`src/rtl/fssa_pkg.sv`:
```
// ----------------------------------------------------------------------------
// fssa_pkg
// Shared types and codes for the fit-strategy slot allocator.
// ----------------------------------------------------------------------------
package fssa_pkg;

  // Tag that marks a free slot (the space character).
  localparam logic [7:0] FREE_TAG = 8'd32;

  // Item kinds.
  localparam logic [1:0] KIND_PRESET = 2'd0;
  localparam logic [1:0] KIND_READ   = 2'd1;
  localparam logic [1:0] KIND_ALLOC  = 2'd2;

  // Placement strategies; the unused code behaves as first fit.
  localparam logic [1:0] STRAT_FIRST = 2'd0;
  localparam logic [1:0] STRAT_BEST  = 2'd1;
  localparam logic [1:0] STRAT_WORST = 2'd2;

  // Result status codes.
  localparam logic STATUS_DONE    = 1'b0;
  localparam logic STATUS_NOSPACE = 1'b1;

  // Payload of one request item.
  typedef struct packed {
    logic [1:0] kind;
    logic [6:0] slot_address;
    logic [7:0] tag_value;
    logic [7:0] request_size;
    logic [1:0] strategy;
  } req_t;

  // Payload of one result item.
  typedef struct packed {
    logic       status;
    logic [6:0] placed_start;
    logic [7:0] read_tag;
  } rsp_t;

endpackage

```
`src/rtl/fssa_req_if.sv`:
```
// ----------------------------------------------------------------------------
// fssa_req_if
// Valid/ready channel that carries request items into the allocator.
// ----------------------------------------------------------------------------
interface fssa_req_if;
  logic            valid;
  logic            ready;
  fssa_pkg::req_t  data;

  modport source (output valid, output data, input ready);
  modport sink   (input valid, input data, output ready);
endinterface

```
`src/rtl/fssa_rsp_if.sv`:
```
// ----------------------------------------------------------------------------
// fssa_rsp_if
// Valid/ready channel that carries result items out of the allocator.
// ----------------------------------------------------------------------------
interface fssa_rsp_if;
  logic            valid;
  logic            ready;
  fssa_pkg::rsp_t  data;

  modport source (output valid, output data, input ready);
  modport sink   (input valid, input data, output ready);
endinterface

```
`src/rtl/fssa_mem.sv`:
```
// ----------------------------------------------------------------------------
// fssa_mem
// Slot tag store: one write port, one read port, registered read data.
// ----------------------------------------------------------------------------
module fssa_mem #(
  parameter int DEPTH = 128,
  parameter int AW    = $clog2(DEPTH)
) (
  input  logic          clk_i,
  input  logic          we_i,
  input  logic [AW-1:0] waddr_i,
  input  logic [7:0]    wdata_i,
  input  logic          re_i,
  input  logic [AW-1:0] raddr_i,
  output logic [7:0]    rdata_o
);

  logic [7:0] mem_q [DEPTH];
  logic [7:0] rdata_q;

  // Write port.
  always_ff @(posedge clk_i) begin
    if (we_i) begin
      mem_q[waddr_i] <= wdata_i;
    end
  end

  // Read port with registered read data.
  always_ff @(posedge clk_i) begin
    if (re_i) begin
      rdata_q <= mem_q[raddr_i];
    end
  end

  assign rdata_o = rdata_q;

endmodule

```
`src/rtl/fssa_ctrl.sv`:
```
// ----------------------------------------------------------------------------
// fssa_ctrl
// Sequencer: clears the store, serves preset and read items, and runs the
// hole scan and run fill of an allocation against the slot tag store.
// ----------------------------------------------------------------------------
module fssa_ctrl #(
  parameter int SLOTS = 128,
  parameter int AW    = $clog2(SLOTS)
) (
  input  logic           clk_i,
  input  logic           rst_ni,
  fssa_req_if.sink       req,
  output logic           res_valid_o,
  output fssa_pkg::rsp_t res_o,
  input  logic           res_ready_i,
  output logic           mem_we_o,
  output logic [AW-1:0]  mem_waddr_o,
  output logic [7:0]     mem_wdata_o,
  output logic           mem_re_o,
  output logic [AW-1:0]  mem_raddr_o,
  input  logic [7:0]     mem_rdata_i
);

  // Counter and length width (holds SLOTS itself) and compare width.
  localparam int CW = $clog2(SLOTS + 1);
  localparam int GW = (CW > 8) ? CW : 8;

  localparam logic [2:0] ST_CLEAR = 3'd0;
  localparam logic [2:0] ST_IDLE  = 3'd1;
  localparam logic [2:0] ST_READ  = 3'd2;
  localparam logic [2:0] ST_SCAN  = 3'd3;
  localparam logic [2:0] ST_FILL  = 3'd4;
  localparam logic [2:0] ST_DONE  = 3'd5;

  logic [2:0]     state_q, state_d;
  logic [CW-1:0]  iss_q, iss_d;
  logic           pv_q, pv_d;
  logic [CW-1:0]  pidx_q, pidx_d;
  logic           in_run_q, in_run_d;
  logic [AW-1:0]  run_start_q, run_start_d;
  logic [CW-1:0]  run_len_q, run_len_d;
  logic           have_q, have_d;
  logic [AW-1:0]  pick_start_q, pick_start_d;
  logic [CW-1:0]  pick_len_q, pick_len_d;
  logic [7:0]     need_q, need_d;
  logic [1:0]     strat_q, strat_d;
  logic [7:0]     tag_q, tag_d;
  logic [7:0]     fill_cnt_q, fill_cnt_d;
  logic           rd_ok_q, rd_ok_d;
  fssa_pkg::rsp_t pend_q, pend_d;

  logic           req_fire;
  logic           addr_ok;
  logic           slot_free;
  logic           slot_last;
  logic [AW-1:0]  new_start;
  logic [CW-1:0]  new_len;
  logic           cand_v;
  logic [AW-1:0]  cand_start;
  logic [CW-1:0]  cand_len;
  logic           cand_fits;
  logic           cand_take;

  assign req.ready   = (state_q == ST_IDLE);
  assign req_fire    = req.valid && req.ready;
  assign addr_ok     = (32'(req.data.slot_address) < SLOTS);
  assign res_valid_o = (state_q == ST_DONE);
  assign res_o       = pend_q;

  // Hole tracking on the slot that came back from the store this cycle.
  always_comb begin
    slot_free  = (mem_rdata_i == fssa_pkg::FREE_TAG);
    slot_last  = (pidx_q == CW'(SLOTS - 1));
    new_start  = in_run_q ? run_start_q : pidx_q[AW-1:0];
    new_len    = in_run_q ? (run_len_q + CW'(1)) : CW'(1);
    cand_v     = pv_q && ((in_run_q && !slot_free) || (slot_free && slot_last));
    cand_start = slot_free ? new_start : run_start_q;
    cand_len   = slot_free ? new_len : run_len_q;
    cand_fits  = (GW'(cand_len) >= GW'(need_q));
    cand_take  = cand_v && cand_fits &&
                 (!have_q ||
                  ((strat_q == fssa_pkg::STRAT_BEST)  && (cand_len < pick_len_q)) ||
                  ((strat_q == fssa_pkg::STRAT_WORST) && (cand_len > pick_len_q)));
  end

  // Sequencer and store access.
  always_comb begin
    state_d      = state_q;
    iss_d        = iss_q;
    pv_d         = 1'b0;
    pidx_d       = pidx_q;
    in_run_d     = in_run_q;
    run_start_d  = run_start_q;
    run_len_d    = run_len_q;
    have_d       = have_q;
    pick_start_d = pick_start_q;
    pick_len_d   = pick_len_q;
    need_d       = need_q;
    strat_d      = strat_q;
    tag_d        = tag_q;
    fill_cnt_d   = fill_cnt_q;
    rd_ok_d      = rd_ok_q;
    pend_d       = pend_q;
    mem_we_o     = 1'b0;
    mem_waddr_o  = '0;
    mem_wdata_o  = fssa_pkg::FREE_TAG;
    mem_re_o     = 1'b0;
    mem_raddr_o  = '0;

    case (state_q)
      ST_CLEAR: begin
        // Sweep the store to free after reset, one slot a cycle.
        mem_we_o    = 1'b1;
        mem_waddr_o = iss_q[AW-1:0];
        if (iss_q == CW'(SLOTS - 1)) begin
          iss_d   = '0;
          state_d = ST_IDLE;
        end else begin
          iss_d = iss_q + CW'(1);
        end
      end

      ST_IDLE: begin
        if (req_fire) begin
          pend_d     = '0;
          need_d     = req.data.request_size;
          strat_d    = req.data.strategy;
          tag_d      = req.data.tag_value;
          rd_ok_d    = addr_ok;
          have_d     = 1'b0;
          case (req.data.kind)
            fssa_pkg::KIND_PRESET: begin
              mem_we_o    = addr_ok;
              mem_waddr_o = AW'(req.data.slot_address);
              mem_wdata_o = req.data.tag_value;
              state_d     = ST_DONE;
            end
            fssa_pkg::KIND_READ: begin
              mem_re_o    = addr_ok;
              mem_raddr_o = AW'(req.data.slot_address);
              state_d     = ST_READ;
            end
            fssa_pkg::KIND_ALLOC: begin
              if (req.data.request_size == 8'd0) begin
                pend_d.status = fssa_pkg::STATUS_NOSPACE;
                state_d       = ST_DONE;
              end else begin
                iss_d      = '0;
                in_run_d   = 1'b0;
                fill_cnt_d = '0;
                state_d    = ST_SCAN;
              end
            end
            default: begin
              state_d = ST_DONE;
            end
          endcase
        end
      end

      ST_READ: begin
        pend_d.read_tag = rd_ok_q ? mem_rdata_i : 8'd0;
        state_d         = ST_DONE;
      end

      ST_SCAN: begin
        // Issue one read a cycle; the slot read last cycle is examined now.
        if (iss_q < CW'(SLOTS)) begin
          mem_re_o    = 1'b1;
          mem_raddr_o = iss_q[AW-1:0];
          iss_d       = iss_q + CW'(1);
          pv_d        = 1'b1;
          pidx_d      = iss_q;
        end
        if (pv_q) begin
          in_run_d    = slot_free;
          run_start_d = new_start;
          run_len_d   = new_len;
          if (cand_take) begin
            have_d       = 1'b1;
            pick_start_d = cand_start;
            pick_len_d   = cand_len;
          end
          if (slot_last) begin
            state_d = ST_FILL;
          end
        end
      end

      ST_FILL: begin
        // Fill the chosen hole from its start, one slot a cycle; with no hole, report no space.
        if (!have_q) begin
          pend_d.status = fssa_pkg::STATUS_NOSPACE;
          state_d       = ST_DONE;
        end else begin
          mem_we_o    = 1'b1;
          mem_waddr_o = pick_start_q + AW'(fill_cnt_q);
          mem_wdata_o = tag_q;
          fill_cnt_d  = fill_cnt_q + 8'd1;
          if (fill_cnt_q == (need_q - 8'd1)) begin
            pend_d.status       = fssa_pkg::STATUS_DONE;
            pend_d.placed_start = 7'(pick_start_q);
            state_d             = ST_DONE;
          end
        end
      end

      ST_DONE: begin
        if (res_ready_i) begin
          state_d = ST_IDLE;
        end
      end

      default: begin
        state_d = ST_IDLE;
      end
    endcase
  end

  // Control state.
  always_ff @(posedge clk_i or negedge rst_ni) begin
    if (!rst_ni) begin
      state_q  <= ST_CLEAR;
      iss_q    <= '0;
      pv_q     <= 1'b0;
      in_run_q <= 1'b0;
      have_q   <= 1'b0;
    end else begin
      state_q  <= state_d;
      iss_q    <= iss_d;
      pv_q     <= pv_d;
      in_run_q <= in_run_d;
      have_q   <= have_d;
    end
  end

  // Payload registers.
  always_ff @(posedge clk_i) begin
    pidx_q       <= pidx_d;
    run_start_q  <= run_start_d;
    run_len_q    <= run_len_d;
    pick_start_q <= pick_start_d;
    pick_len_q   <= pick_len_d;
    need_q       <= need_d;
    strat_q      <= strat_d;
    tag_q        <= tag_d;
    fill_cnt_q   <= fill_cnt_d;
    rd_ok_q      <= rd_ok_d;
    pend_q       <= pend_d;
  end

  // A chosen hole always holds the whole request.
  assert property (@(posedge clk_i) disable iff (!rst_ni)
    have_q |-> (GW'(pick_len_q) >= GW'(need_q)))
    else $error("chosen hole is shorter than the request");

  // The scan only reads; nothing is written while holes are searched.
  assert property (@(posedge clk_i) disable iff (!rst_ni)
    (state_q == ST_SCAN) |-> !mem_we_o)
    else $error("store written during the hole scan");

  // A fill never runs past the end of the chosen hole.
  assert property (@(posedge clk_i) disable iff (!rst_ni)
    ((state_q == ST_FILL) && have_q) |-> (CW'(fill_cnt_q) < pick_len_q))
    else $error("fill ran past the chosen hole");

  // One item at a time: after an accept the request side is closed.
  assert property (@(posedge clk_i) disable iff (!rst_ni)
    req_fire |=> !req.ready)
    else $error("second item accepted while one is in work");

endmodule

```
`src/rtl/fit_strategy_slot_allocator.sv`:
```
// ----------------------------------------------------------------------------
// fit_strategy_slot_allocator
// Row of slot tags with preset, read and first/best/worst fit allocation.
// ----------------------------------------------------------------------------
//  Channel | Dir | Payload                                            | Item
//  req_i   | in  | kind, slot_address, tag_value, request_size, strat | one request
//  rsp_o   | out | status, placed_start, read_tag                     | one result
//
//  After reset the store is swept to free, one slot a cycle, with req_i.ready
//  low. A preset writes the store when it is accepted; a read waits in ST_READ
//  for the registered store data. An allocation scans every slot through the
//  single read port and then fills through the write port.
//  One item is in work at a time; the result register lets the next item be
//  accepted while a result waits on a stalled rsp_o.
// ----------------------------------------------------------------------------
module fit_strategy_slot_allocator #(
  parameter int SLOTS = 128
) (
  input  logic      clk_i,
  input  logic      rst_ni,
  fssa_req_if.sink  req_i,
  fssa_rsp_if.source rsp_o
);

  localparam int AW = $clog2(SLOTS);

  logic           res_valid;
  fssa_pkg::rsp_t res_data;
  logic           res_ready;
  logic           mem_we;
  logic [AW-1:0]  mem_waddr;
  logic [7:0]     mem_wdata;
  logic           mem_re;
  logic [AW-1:0]  mem_raddr;
  logic [7:0]     mem_rdata;
  logic           out_valid_q;
  fssa_pkg::rsp_t out_q;

  fssa_ctrl #(
    .SLOTS (SLOTS),
    .AW    (AW)
  ) u_ctrl (
    .clk_i       (clk_i),
    .rst_ni      (rst_ni),
    .req         (req_i),
    .res_valid_o (res_valid),
    .res_o       (res_data),
    .res_ready_i (res_ready),
    .mem_we_o    (mem_we),
    .mem_waddr_o (mem_waddr),
    .mem_wdata_o (mem_wdata),
    .mem_re_o    (mem_re),
    .mem_raddr_o (mem_raddr),
    .mem_rdata_i (mem_rdata)
  );

  fssa_mem #(
    .DEPTH (SLOTS),
    .AW    (AW)
  ) u_mem (
    .clk_i   (clk_i),
    .we_i    (mem_we),
    .waddr_i (mem_waddr),
    .wdata_i (mem_wdata),
    .re_i    (mem_re),
    .raddr_i (mem_raddr),
    .rdata_o (mem_rdata)
  );

  // Output register: takes a new result when empty or being drained.
  assign res_ready = !out_valid_q || rsp_o.ready;

  always_ff @(posedge clk_i or negedge rst_ni) begin
    if (!rst_ni) begin
      out_valid_q <= 1'b0;
    end else if (res_ready) begin
      out_valid_q <= res_valid;
    end
  end

  always_ff @(posedge clk_i) begin
    if (res_ready && res_valid) begin
      out_q <= res_data;
    end
  end

  assign rsp_o.valid = out_valid_q;
  assign rsp_o.data  = out_q;

endmodule

```
`src/flat_wrapper.sv`:
```
// flat-port wrapper written by rule: the top's interface ports become plain ports
module fit_strategy_slot_allocator_flat 
#(
  parameter int SLOTS = 128
)
  (clk_i, rst_ni, req_i_valid, req_i_data, req_i_ready, rsp_o_valid, rsp_o_data, rsp_o_ready);
  fssa_req_if req_i_i ();
  fssa_rsp_if rsp_o_i ();
  input  logic clk_i;
  input  logic rst_ni;
  input wire logic [$bits(req_i_i.valid)-1:0] req_i_valid;
  input wire logic [$bits(req_i_i.data)-1:0] req_i_data;
  output wire logic [$bits(req_i_i.ready)-1:0] req_i_ready;
  output wire logic [$bits(rsp_o_i.valid)-1:0] rsp_o_valid;
  output wire logic [$bits(rsp_o_i.data)-1:0] rsp_o_data;
  input wire logic [$bits(rsp_o_i.ready)-1:0] rsp_o_ready;
  assign req_i_i.valid = req_i_valid;
  assign req_i_i.data = req_i_data;
  assign req_i_ready = req_i_i.ready;
  assign rsp_o_valid = rsp_o_i.valid;
  assign rsp_o_data = rsp_o_i.data;
  assign rsp_o_i.ready = rsp_o_ready;
  fit_strategy_slot_allocator #(.SLOTS(SLOTS)) u_core (.clk_i(clk_i), .rst_ni(rst_ni), .req_i(req_i_i), .rsp_o(rsp_o_i));
endmodule
```
`config.mk`:
```
export PLATFORM = sky130hd
export DESIGN_NAME = fit_strategy_slot_allocator_flat
export DESIGN_NICKNAME = d
export VERILOG_FILES = /design/src/rtl/fssa_pkg.sv /design/src/rtl/fssa_req_if.sv /design/src/rtl/fssa_rsp_if.sv /design/src/rtl/fssa_mem.sv /design/src/rtl/fssa_ctrl.sv /design/src/rtl/fit_strategy_slot_allocator.sv /design/src/flat_wrapper.sv
export SDC_FILE = /design/constraint.sdc
export NUM_CORES = 1
export LEC_CHECK = 0
export BUFFER_PORTS_ARGS = -buffer_cell sky130_fd_sc_hd__buf_2
export CAP_MARGIN = 20
export CORE_MARGIN = 5
export CORE_UTILIZATION = 57
export DETAILED_ROUTE_END_ITERATION = 10
export PLACE_DENSITY_LB_ADDON = 0.12
export SLEW_MARGIN = 20
export SYNTH_ARGS = -nofsm -noshare
export SYNTH_HDL_FRONTEND = slang
export SYNTH_SLANG_ARGS = --single-unit
```
`constraint.sdc`:
```
create_clock -name clk_i -period 5.1 [get_ports clk_i]
set_input_delay 0.51 -clock clk_i [delete_from_list [all_inputs] [get_ports clk_i]]
set_output_delay 0.51 -clock clk_i [all_outputs]
set_load 0.01 [all_outputs]
```
==> reports/results.ini <==
[run_status]
status=finished clean

[logic_synthesis]
netlist_area_um2=46100
ys_ff_latch=1143
synth_most_common_cell=edfxtp_1
synth_edf_count=1128
synth-xor-area-share_pct=0.608
synth_top_family_by_area=simple AND/OR/NAND/NOR gates
ys_async_sr_fraction_pct=1.31
ys_seq_area_share_pct=74.3
netlist_top_cells_count=edfxtp_1, nand2_1, nand3_1
synth_top_flop_cell=edfxtp_1
synth_adder_area_share_pct=0.858
synth_cell_types=64
synth.top_cell.area_share_pct=73.5
synth_top_area_cell=edfxtp_1
synth-simple-area-share_pct=12.7
synth-compound-area-share_pct=8.44
synthMuxAreaShare_pct=0.600
synthTopCellsByArea=edfxtp_1, nand2_1, nand3_1
synthCells=3463
synth_nets=3525
avgSynthCellArea_um2=13.3
ys_warn_count=0

[timing]
holdWs_ns=0.0357
rsz0062_at_grt=no
finalSetupViolCount=0
finalHoldViolCount=0
worst_slew_pin_slew_ns=1.10
post-route-period-util_pct=90.9
setup_tns_ns=0
period_minus_slack_ns=4.63
slew_viol_final=0
fmax_ghz=0.216
slew_headroom_pct=25.8
skew_ns=0.0127

[global_route]
grt_pass1_vias=28400
grt_pass1_wl_um=182000
grt_use_total_pct=27.9
grt_max_degree=134
antenna_found_initial=3
overflow=0

[pwr]
cellPowerDensity_nw_per_um2=433
p_sw_share_pct=27.1
max-vdd-ir-drop_uv=349
p_leak_uw=0.0181
finalPower_uw=22500
power_frac_comb_pct=14.6
seqPwrFrac_pct=50.2
clkPwrFrac_pct=35.3
internal_power_uw=16400
p_switching_uw=6090

[worst_setup_path]
crit_family=compound AO/OA/AOI/OAI gates
worst_path_largest_cell_delay_ns=0.99
cp_num_buf_inv=3
crit_chain=nor2b_4 -> nand3b_4 -> inv_2 -> a22o_4 -> buf_12 -> buf_4 -> nand2_1 -> a32oi_1 -> a31oi_1 -> o41ai_1 -> o2111a_1
ff2ff_path_depth=11
critPathRequiredTime_ns=5.63
setup.worst_path.start_class=register
r2r_end=u_core.u_mem.rdata_o[6]
r2r-start=u_core.u_ctrl.state_q[1]
slowest_stage=o41ai_1
critical_path_arrival_ns=5.16
path_class=register to register
r2r_slack_ns=0.47
path_max_fanout=43
critPathLaunch=u_core.u_ctrl.state_q[1]
cp-end-kind=register

[route]
drtIter0Drc=3603
via_per_inst=6.29
drcViolationCount=0
drtPass1Iterations=5
vias=29900
drt.antenna.violating_nets=0
routed_wl_um=123000
wl_per_cell_um=25.9

[placed_design]
gp_congestion=0.898
dp_hpwl_um=74300
port_buffers=48
post_dp_cell_area_um2=48300

[hold_path]
hp-class=primary input to register
whs_path_depth=1
min_to=u_core.u_ctrl.need_q[4]
worstHoldStart=req_i_data[6]

[layout]
finalInstanceArea_um2=51900
syn_to_final_growth_pct=12.7
num-nets-final=3658
nFillCells=5796
fin_util_pct=64.7
regArea_um2=34200
drive_gt1_share_pct=11.6
multi_input_area_um2=10800

[clocking]
cts_sinks=1143
cts_tree=built
clock_path_buffers=3
post_cts_buffers=0
postCtsHoldBufs=8
clk_pin_slew_ns=0.06
cts_made_buffers=113
cts-root-buf=clkbuf_16
clk_latency_ns=0.67
postCtsResizedCells=0
htreeDepth=3

[floorplanning]
core.rowCount=104
dieArea_um2=86600
core_um2=80300
die_y_um=294
die-width_um=294
io_pins=49
start_util_pct=57.4

[job]
drv_cap=0

[registers in the layout, summed over array words and instances (netlist names), 2 cells and up]
signal                      count
u_core.u_ctrl.run_start_q       7
u_core.u_ctrl.pick_len_q        8
u_core.u_mem.rdata_o            8
u_core.u_ctrl.tag_q             8
u_core.u_ctrl.fill_cnt_q        8
u_core.u_ctrl.res_o            16
u_core.u_ctrl.state_q           3
u_core.u_ctrl.need_q            8
u_core.u_ctrl.pick_start_q      7
u_core.u_ctrl.strat_q           2
u_core.u_mem.mem_q           1024
u_core.u_ctrl.pidx_q            8
u_core.u_ctrl.run_len_q         8
u_core.u_ctrl.iss_q             8
u_core.rsp_o.data              16
[power groups by stage]
stage / clock network (µW) / logic, µW / registers, µW
2_1_floorplan: 0 / 2000 / 11400
3_3_place_gp: 0 / 3130 / 11400
3_5_place_dp: 0 / 3210 / 11500
4_1_cts: 8030 / 3230 / 11300
5_1_grt: 8430 / 3500 / 11300
6_report: 7930 / 3270 / 11300
[per-stage QoR]
| step | instances | worst slack (ns) |
|---|---|---|
| 2_1_floorplan | 3463 | 0.0385 |
| 3_3_place_gp | 4531 | 0.759 |
| 3_5_place_dp | 4532 | 0.670 |
| 4_1_cts | 4747 | 0.622 |
| 5_1_grt | 4748 | 0.400 |
| 6_report | 4750 | 0.465 |
[how the worst max path moves through the flow]
| stage | endpoint | slack (ns) | cells after the start |
|---|---|---|---|
| floorplan | u_core.u_mem.mem_q[0][5] | 0.04 | 3 |
| global placement | u_core.u_mem.rdata_o[6] | 0.76 | 10 |
| detailed placement | u_core.u_mem.rdata_o[6] | 0.67 | 11 |
| CTS | u_core.u_mem.rdata_o[6] | 0.62 | 11 |
| global route | u_core.u_mem.rdata_o[6] | 0.40 | 11 |
| finish | u_core.u_mem.rdata_o[6] | 0.47 | 11 |
[area by class of cell]
cell class / instances / area share, %
clock buffer: 141 / 5.69
antenna: 2 / 0.00964
multi-input combinational: 2074 / 20.9
tap: 1060 / 2.56
clock inverter: 66 / 1.07
timing repair buffer: 228 / 3.55
sequential: 1143 / 66.0
inverter: 36 / 0.260
[worst register-to-register path: cells and delay by family (launching register included)]
kind	cells	cell delay (ns)
AO/OA/AOI/OAI	5	2.25
AND/OR/NAND/NOR	3	0.70
flip-flops	1	0.65
buffers and inverters	3	0.90
[layout by cell type, fill, tap and decap left out, types with 10 or more instances in the layout]
cell type / n
a21o_1: 10
o41ai_1: 23
o21ai_0: 22
clkbuf_16: 114
clkinv_1: 24
a32oi_1: 64
clkinv_2: 19
nand3_1: 290
a22oi_1: 67
ha_1: 30
a21oi_1: 210
dfrtp_1: 15
buf_2: 48
xor2_1: 15
nand2_1: 864
a31oi_1: 130
edfxtp_1: 1128
nor4_1: 11
nor2_1: 165
clkbuf_1: 27
mux2_2: 21
inv_1: 35
xnor2_1: 17
and3_1: 28
buf_12: 18
buf_4: 153
[cell families (layout without fill, tap and decap cells)]
group	count (synthesis)	after routing
buf+inv	246	471
simple gates	1397	1397
fa+ha+maj	31	31
compound gates	589	589
other cells	0	2
xor+xnor	32	32
flops	1143	1143
mux	25	25
[per-layer routing]
metal	vias to the layer above	GRT usage, %	share of wire, %
met3	238	4.92	9.7
met2	1631	44.4	47
met5	-	0	0.040
li1	13200	-	-
met1	14800	40.3	40
met4	6	7.97	3.2
Power figures use the tool's default switching activity.
